[config.mk]
export PLATFORM = sky130hd
export DESIGN_NAME = mouse_packet_cursor_tracker
export DESIGN_NICKNAME = d
export VERILOG_FILES = /design/src/rtl/mpct_pkg.sv /design/src/rtl/mpct_frame.sv /design/src/rtl/mpct_cursor.sv /design/src/rtl/mouse_packet_cursor_tracker.sv
export SDC_FILE = /design/constraint.sdc
export NUM_CORES = 1
export LEC_CHECK = 0
export BUFFER_PORTS_ARGS = -buffer_cell sky130_fd_sc_hd__buf_2
export CORE_ASPECT_RATIO = 1.2
export CORE_MARGIN = 3
export CORE_UTILIZATION = 50
export CTS_CLUSTER_DIAMETER = 80
export CTS_CLUSTER_SIZE = 16
export DETAILED_ROUTE_END_ITERATION = 10
export PLACE_DENSITY = 0.7
export SKIP_LAST_GASP = 1
export SYNTH_ARGS = -nofsm -noshare
export SYNTH_HDL_FRONTEND = slang
export SYNTH_SLANG_ARGS = --single-unit
[constraint.sdc]
create_clock -name clk -period 16 [get_ports clk]
set_input_delay 3.2 -clock clk [delete_from_list [all_inputs] [get_ports clk]]
set_output_delay 3.2 -clock clk [all_outputs]
set_load 0.005 [all_outputs]
[src/rtl/mpct_pkg.sv]
package mpct_pkg;

  // Default cursor coordinate width
  localparam int COORD_BITS_DEF = 12;

  // Screen size register width
  localparam int SIZE_BITS = 12;

  // Configuration register indexes
  localparam logic REG_SCREEN_WIDTH  = 1'b0;
  localparam logic REG_SCREEN_HEIGHT = 1'b1;

  // Screen size defaults, also used when a size of zero is written
  localparam logic [SIZE_BITS-1:0] DEF_WIDTH  = 12'd640;
  localparam logic [SIZE_BITS-1:0] DEF_HEIGHT = 12'd480;

  // Controller status bits
  localparam int STAT_DATA_BIT = 0;
  localparam int STAT_AUX_BIT  = 5;

  // Packet header bits
  localparam int HDR_SYNC_BIT = 3;
  localparam int HDR_XOVF_BIT = 6;
  localparam int HDR_YOVF_BIT = 7;
  localparam int BTN_BITS     = 3;

  // Saturation limits of an 8-bit delta
  localparam logic [7:0] DELTA_MIN = 8'h80;
  localparam logic [7:0] DELTA_MAX = 8'h7F;

  // Byte position within a packet
  localparam logic [1:0] POS_HEAD   = 2'd0;
  localparam logic [1:0] POS_SECOND = 2'd1;
  localparam logic [1:0] POS_THIRD  = 2'd2;

  // One complete packet
  typedef struct packed {
    logic [7:0] header;
    logic [7:0] second;
    logic [7:0] third;
  } pkt_t;

endpackage

[src/rtl/mpct_frame.sv]
module mpct_frame (
  input  logic         clk,
  input  logic         rst,
  input  logic         in_valid,
  output logic         in_ready,
  input  logic [7:0]   status_byte,
  input  logic [7:0]   data_byte,
  input  logic         advance,
  output logic         pkt_valid,
  output mpct_pkg::pkt_t pkt
);
  import mpct_pkg::*;

  logic       s1_valid;
  logic [7:0] s1_status;
  logic [7:0] s1_data;
  logic [1:0] byte_position;
  logic [1:0] byte_position_next;
  logic [7:0] header_byte;
  logic [7:0] second_byte;
  logic       taken;
  logic       go;
  logic       in_fire;

  // Input register frees up whenever its beat moves on
  assign in_ready = !s1_valid || advance;
  assign in_fire  = in_valid && in_ready;

  always_ff @(posedge clk) begin
    if (rst) begin
      s1_valid <= 1'b0;
    end else if (in_ready) begin
      s1_valid <= in_valid;
    end
  end

  always_ff @(posedge clk) begin
    if (in_fire) begin
      s1_status <= status_byte;
      s1_data   <= data_byte;
    end
  end

  // Only data-present aux bytes count
  assign taken = s1_valid && s1_status[STAT_DATA_BIT] && s1_status[STAT_AUX_BIT];
  assign go    = taken && advance;

  // Packet framing
  always_comb begin
    case (byte_position)
      POS_SECOND: byte_position_next = POS_THIRD;
      POS_THIRD:  byte_position_next = POS_HEAD;
      default: begin
        byte_position_next = s1_data[HDR_SYNC_BIT] ? POS_SECOND : POS_HEAD;
      end
    endcase
  end

  always_ff @(posedge clk) begin
    if (rst) begin
      byte_position <= POS_HEAD;
    end else if (go) begin
      byte_position <= byte_position_next;
    end
  end

  always_ff @(posedge clk) begin
    if (go && byte_position == POS_SECOND) begin
      second_byte <= s1_data;
    end
    if (go && byte_position != POS_SECOND && byte_position != POS_THIRD
        && s1_data[HDR_SYNC_BIT]) begin
      header_byte <= s1_data;
    end
  end

  // Third byte completes the packet
  assign pkt_valid  = taken && (byte_position == POS_THIRD);
  assign pkt.header = header_byte;
  assign pkt.second = second_byte;
  assign pkt.third  = s1_data;

endmodule

[src/rtl/mpct_cursor.sv]
module mpct_cursor #(
  parameter int COORD_BITS = mpct_pkg::COORD_BITS_DEF
) (
  input  logic                          clk,
  input  logic                          rst,
  input  logic                          pkt_valid,
  input  mpct_pkg::pkt_t                pkt,
  input  logic [mpct_pkg::SIZE_BITS-1:0] screen_width,
  input  logic [mpct_pkg::SIZE_BITS-1:0] screen_height,
  output logic                          advance,
  output logic                          out_valid,
  input  logic                          out_ready,
  output logic [COORD_BITS-1:0]         cursor_x,
  output logic [COORD_BITS-1:0]         cursor_y,
  output logic [mpct_pkg::BTN_BITS-1:0] button_bits,
  output logic signed [7:0]             delta_x,
  output logic signed [8:0]             delta_y
);
  import mpct_pkg::*;

  // Working width covers position plus delta and the screen limit
  localparam int SW = ((COORD_BITS > SIZE_BITS) ? COORD_BITS : SIZE_BITS) + 2;

  logic [COORD_BITS-1:0] pos_x;
  logic [COORD_BITS-1:0] pos_y;
  logic [COORD_BITS-1:0] pos_x_next;
  logic [COORD_BITS-1:0] pos_y_next;
  logic [7:0]            dx;
  logic [7:0]            dy;
  logic [8:0]            ndy;
  logic signed [SW-1:0]  vx;
  logic signed [SW-1:0]  vy;
  logic                  go;

  // Clamp v to [0, min(size-1, 2^COORD_BITS-1)], zero size picks dflt
  function automatic logic [COORD_BITS-1:0] clamp_coord(
    input logic signed [SW-1:0]  v,
    input logic [SIZE_BITS-1:0]  size,
    input logic [SIZE_BITS-1:0]  dflt
  );
    logic [SIZE_BITS-1:0] sz;
    logic signed [SW-1:0] mx;
    logic signed [SW-1:0] lim;
    logic signed [SW-1:0] r;
    sz  = (size == '0) ? dflt : size;
    mx  = $signed({{(SW-SIZE_BITS){1'b0}}, sz}) - $signed({{(SW-1){1'b0}}, 1'b1});
    lim = $signed({{(SW-COORD_BITS){1'b0}}, {COORD_BITS{1'b1}}});
    if (mx > lim) begin
      mx = lim;
    end
    if (v < 0) begin
      r = '0;
    end else if (v > mx) begin
      r = mx;
    end else begin
      r = v;
    end
    return r[COORD_BITS-1:0];
  endfunction

  // Result register is free when empty or being drained
  assign advance = !out_valid || out_ready;
  assign go      = pkt_valid && advance;

  // Deltas with overflow saturation by sign
  assign dx  = pkt.header[HDR_XOVF_BIT] ? (pkt.second[7] ? DELTA_MIN : DELTA_MAX) : pkt.second;
  assign dy  = pkt.header[HDR_YOVF_BIT] ? (pkt.third[7] ? DELTA_MIN : DELTA_MAX) : pkt.third;
  assign ndy = 9'd0 - {dy[7], dy};

  // New position: X gains dx, Y loses dy
  assign vx = $signed({{(SW-COORD_BITS){1'b0}}, pos_x}) + $signed({{(SW-8){dx[7]}}, dx});
  assign vy = $signed({{(SW-COORD_BITS){1'b0}}, pos_y}) + $signed({{(SW-9){ndy[8]}}, ndy});

  assign pos_x_next = clamp_coord(vx, screen_width, DEF_WIDTH);
  assign pos_y_next = clamp_coord(vy, screen_height, DEF_HEIGHT);

  always_ff @(posedge clk) begin
    if (rst) begin
      pos_x <= COORD_BITS'(DEF_WIDTH >> 1);
      pos_y <= COORD_BITS'(DEF_HEIGHT >> 1);
    end else if (go) begin
      pos_x <= pos_x_next;
      pos_y <= pos_y_next;
    end
  end

  // Result register
  always_ff @(posedge clk) begin
    if (rst) begin
      out_valid <= 1'b0;
    end else if (advance) begin
      out_valid <= pkt_valid;
    end
  end

  always_ff @(posedge clk) begin
    if (go) begin
      cursor_x    <= pos_x_next;
      cursor_y    <= pos_y_next;
      button_bits <= pkt.header[BTN_BITS-1:0];
      delta_x     <= $signed(dx);
      delta_y     <= $signed(ndy);
    end
  end

endmodule

[src/rtl/mouse_packet_cursor_tracker.sv]
// Mouse packet decoder with cursor tracking. Each input beat is a controller
// status byte with its data byte; beats without both the data-present and aux
// status bits are dropped, and a packet header without its sync bit is skipped.
// Every third valid byte completes a packet and yields one result: the cursor
// position clamped to the screen (width/height of zero mean 640x480), the
// buttons and the saturated deltas (delta_y is already negated to screen
// direction). One beat is accepted per clock unless the input register is held;
// a beat passes the input register, then the position update with clamp into
// the result register. While a result waits at the output, only an empty input
// register accepts a beat. The user must write screen size registers through
// the cfg port only while no packet is in flight; the block does not enforce it.
module mouse_packet_cursor_tracker #(
  parameter int COORD_BITS = mpct_pkg::COORD_BITS_DEF
) (
  input  logic                           clk,
  input  logic                           rst,
  input  logic                           cfg_we,
  input  logic                           cfg_index,
  input  logic [mpct_pkg::SIZE_BITS-1:0] cfg_data,
  input  logic                           in_valid,
  output logic                           in_ready,
  input  logic [7:0]                     status_byte,
  input  logic [7:0]                     data_byte,
  output logic                           out_valid,
  input  logic                           out_ready,
  output logic [COORD_BITS-1:0]          cursor_x,
  output logic [COORD_BITS-1:0]          cursor_y,
  output logic [mpct_pkg::BTN_BITS-1:0]  button_bits,
  output logic signed [7:0]              delta_x,
  output logic signed [8:0]              delta_y
);
  import mpct_pkg::*;

  logic [SIZE_BITS-1:0] screen_width;
  logic [SIZE_BITS-1:0] screen_height;
  logic                 advance;
  logic                 pkt_valid;
  pkt_t                 pkt;

  // Configuration registers
  always_ff @(posedge clk) begin
    if (rst) begin
      screen_width  <= DEF_WIDTH;
      screen_height <= DEF_HEIGHT;
    end else if (cfg_we) begin
      case (cfg_index)
        REG_SCREEN_WIDTH:  screen_width  <= cfg_data;
        REG_SCREEN_HEIGHT: screen_height <= cfg_data;
        default: ;
      endcase
    end
  end

  mpct_frame u_frame (
    .clk         (clk),
    .rst         (rst),
    .in_valid    (in_valid),
    .in_ready    (in_ready),
    .status_byte (status_byte),
    .data_byte   (data_byte),
    .advance     (advance),
    .pkt_valid   (pkt_valid),
    .pkt         (pkt)
  );

  mpct_cursor #(
    .COORD_BITS (COORD_BITS)
  ) u_cursor (
    .clk           (clk),
    .rst           (rst),
    .pkt_valid     (pkt_valid),
    .pkt           (pkt),
    .screen_width  (screen_width),
    .screen_height (screen_height),
    .advance       (advance),
    .out_valid     (out_valid),
    .out_ready     (out_ready),
    .cursor_x      (cursor_x),
    .cursor_y      (cursor_y),
    .button_bits   (button_bits),
    .delta_x       (delta_x),
    .delta_y       (delta_y)
  );

endmodule

==> flow_metrics.tcl <==
set metrics [dict create \
    arrival_ns 3.83 \
    clk_pin_slew_ns 0.05 \
    drc 0 \
    synth_top_area_frac 0.289 \
    synth.most_common_cell "nand2_1" \
    rr_endpoint "u_cursor.cursor_y[4]" \
    gp_congestion 0.888 \
    max_slew_margin 0.322 \
    dr.pass1.iters 6 \
    cts_resized 0 \
    grt_max_degree 47 \
    ys_seq_area_frac 0.439 \
    synth_top_family_by_area "simple AND/OR/NAND/NOR gates" \
    core_sq_um 13400 \
    fillers 1142 \
    tightest_slew_ns 1.02 \
    ys_async_sr_fraction 0 \
    status "finished, final reports clean" \
    cts_tree "yes" \
    fin_crit_ns 7.03 \
    fmax_ghz 0.142 \
    area_delta_synth_final_pct 16.7 \
    numPortBuffers 73 \
    crit_top_cell "buf_2" \
    cts_setup_buffers 0 \
    avgSynthCellArea_sq_um 9.53 \
    worst-path-buf-inv 2 \
    drt_iter0_drc 442 \
    grt_usage 0.216 \
    antenna_found_initial 0 \
    syn-instance-count 730 \
    grt_overflow 0 \
    finalClockSkew_ns 0.00735 \
    synthTopCellsByCount "97 x nand2_1, 67 x edfxtp_1, 61 x a21oi_1, 61 x ha_1, 58 x nor2_1" \
    synth_fa_ha_area_frac 0.116 \
    fin_util 0.605 \
    r2r_start "u_frame.header_byte[7]" \
    setup_viol 0 \
    critical_path.startpoint "out_ready" \
    setup_tns_ns 0 \
    p_leak_nw 3.46 \
    clk_latency_ns 0.41 \
    use_met2 0.389 \
    synth-simple-area-share 0.171 \
    grt_pass1_wl_um 26400 \
    cts_made_buffers 17 \
    ys_ff_latch 119 \
    crit_family "simple AND/OR/NAND/NOR gates" \
    synth_compound_area_frac 0.151 \
    fp-row-count 46 \
    gr-usage-met1 0.242 \
    synth_mux_area_frac 0.0365 \
    crit_cells 4 \
    nets 902 \
    synthTopCellsByArea "edfxtp_1 29%, dfxtp_1 15%, ha_1 11%" \
    synth_top_cell_by_area "edfxtp_1" \
    synth_xor_area_frac 0.0453 \
    path_max_fanout 5 \
    rsz0062_at_grt "no" \
    synth-main-ff-cell "edfxtp_1" \
    whs_ns 0.425 \
    holdCritPathClass "reg2reg" \
    clock-sinks 119 \
    synth_edf_count 67 \
    worst_setup_path_start_kind "primary input" \
    crit_required_ns 12.80 \
    ioPinCount 80 \
    crit_path_cell_trace "buf_2, nor2b_1, nand2_1, buf_2" \
    powerDensity_nw_per_um2 104 \
    syn-cell-area_sq_um 6950 \
    max_cap_viol_count 0 \
    ys_types 59 \
    fin_total_pwr_mw 0.845 \
    setup.worst_path.end "in_ready" \
    cp_slowest_cell "nor2b_1" \
    grt_use_met3 0.0420 \
    start_util 0.519 \
    cts.path.max_buffers 2 \
    r2r_setup_slack_ns 10.17 \
    maxSlewViolCount 0 \
    wirelength_um 16100 \
    timing_hold_violations_final 0 \
    grt_pass1_vias 5626 \
    vias 5599 \
    peakVddDrop_mv 0.0716 \
    grt.busiest_layer "met2" \
    viasPerCell 5.68 \
    reg2reg_depth 18 \
    drtAntennaViolNets 0 \
    end_kind "primary output" \
    crit_type "in2out" \
    min-delay-start "u_frame.header_byte[2]" \
    post-route-period-util 0.439 \
    wl_per_cell_um 16.3 \
    slowest_delay_ns 0.29 \
    fp.dieH_um 135 \
    antennaDiodeCount 0 \
    cts_root_buf "clkbuf_16" \
    dpl.hpwl_um 12100 \
    htree_levels 4 \
    ys.warnings.count 0 \
    drive_gt1_frac 0.152 \
    die_w_um 114 \
    die-area_sq_um 15400 \
    hold_buffers 0 \
]
metrics by stage:
step	cells	area [sq um]	setup slack, ns
floorplan	733	6970	9.29
global placement	953	7480	8.97
detailed placement	953	7480	8.97
CTS	985	8100	8.96
global route	986	8120	8.90
finish	986	8120	8.97
power breakdown:
group,total (mW),internal [mW],switching (mW)
combinational,0.117,0.0473,0.0692
clock,0.390,0.258,0.132
sequential,0.338,0.331,0.00787
total,0.845,0.636,0.209
registers in the layout, summed over array words and instances, names as in the netlist:
signal,count
screen_height,12
screen_width,12
u_cursor.button_bits,3
u_cursor.cursor_x,12
u_cursor.cursor_y,12
u_cursor.delta_x,8
u_cursor.delta_y,9
u_cursor.out_valid,1
u_cursor.pos_x,12
u_cursor.pos_y,12
u_frame.byte_position,2
u_frame.header_byte,5
u_frame.s1_data,8
u_frame.s1_status,2
u_frame.s1_valid,1
u_frame.second_byte,8
final cells by class:
type                       instances  area, sq um  area share
multi-input combinational        539         3640       0.448
sequential                       119         3050       0.376
clock buffer                      27          567      0.0698
timing repair buffer              78          407      0.0501
tap                              168          210      0.0259
inverter                          50          188      0.0231
clock inverter                     5         52.6     0.00648
layer usage:
metal	wire length [um]	up-vias
met5	0	-
met4	701	0
met3	592	53
met2	8370	140
met1	6450	2641
li1	-	2765
layout by cell type (no fill, tap or decap), types with 11 or more instances in the layout:
master / synthesis / layout
nand2_1: 97 / 97
ha_1: 61 / 61
o21ai_1: 11 / 11
edfxtp_1: 67 / 67
nor3_1: 13 / 13
o21ai_0: 20 / 20
xor2_1: 20 / 20
buf_2: 3 / 73
inv_1: 50 / 49
a21oi_1: 61 / 61
clkbuf_16: 0 / 20
nor2_1: 58 / 58
nor2b_1: 16 / 16
xnor2_1: 16 / 16
mux2i_1: 22 / 22
dfxtp_1: 52 / 52
worst reg2reg max path: cells and delay by family, from the launching register on:
family / cells / cell delay (ns)
AOI/OAI and AO/OA: 9 / 2.77
adders and majority gates: 3 / 1.10
DFF: 1 / 0.50
and+or+nand+nor: 3 / 0.50
buffers and inverters: 2 / 0.39
muxes: 1 / 0.31
how the worst min path moves through the flow:
stage                                    endpoint  slack, ns  cells past startpoint
after floorplan           u_cursor.button_bits[0]       0.40                      0
after global placement    u_cursor.button_bits[1]       0.40                      0
after detailed placement  u_cursor.button_bits[2]       0.41                      0
after CTS                 u_cursor.button_bits[2]       0.43                      0
after global routing      u_cursor.button_bits[1]       0.43                      0
final                     u_cursor.button_bits[2]       0.42                      0
kinds of logic after synthesis:
family / count (synthesis)
simple gates: 248
compound gates: 163
flops: 119
buf+inv: 75
fa+ha+maj: 63
xor+xnor: 36
mux: 25
other cells: 1
No activity file was read; power rests on OpenSTA's default activity.
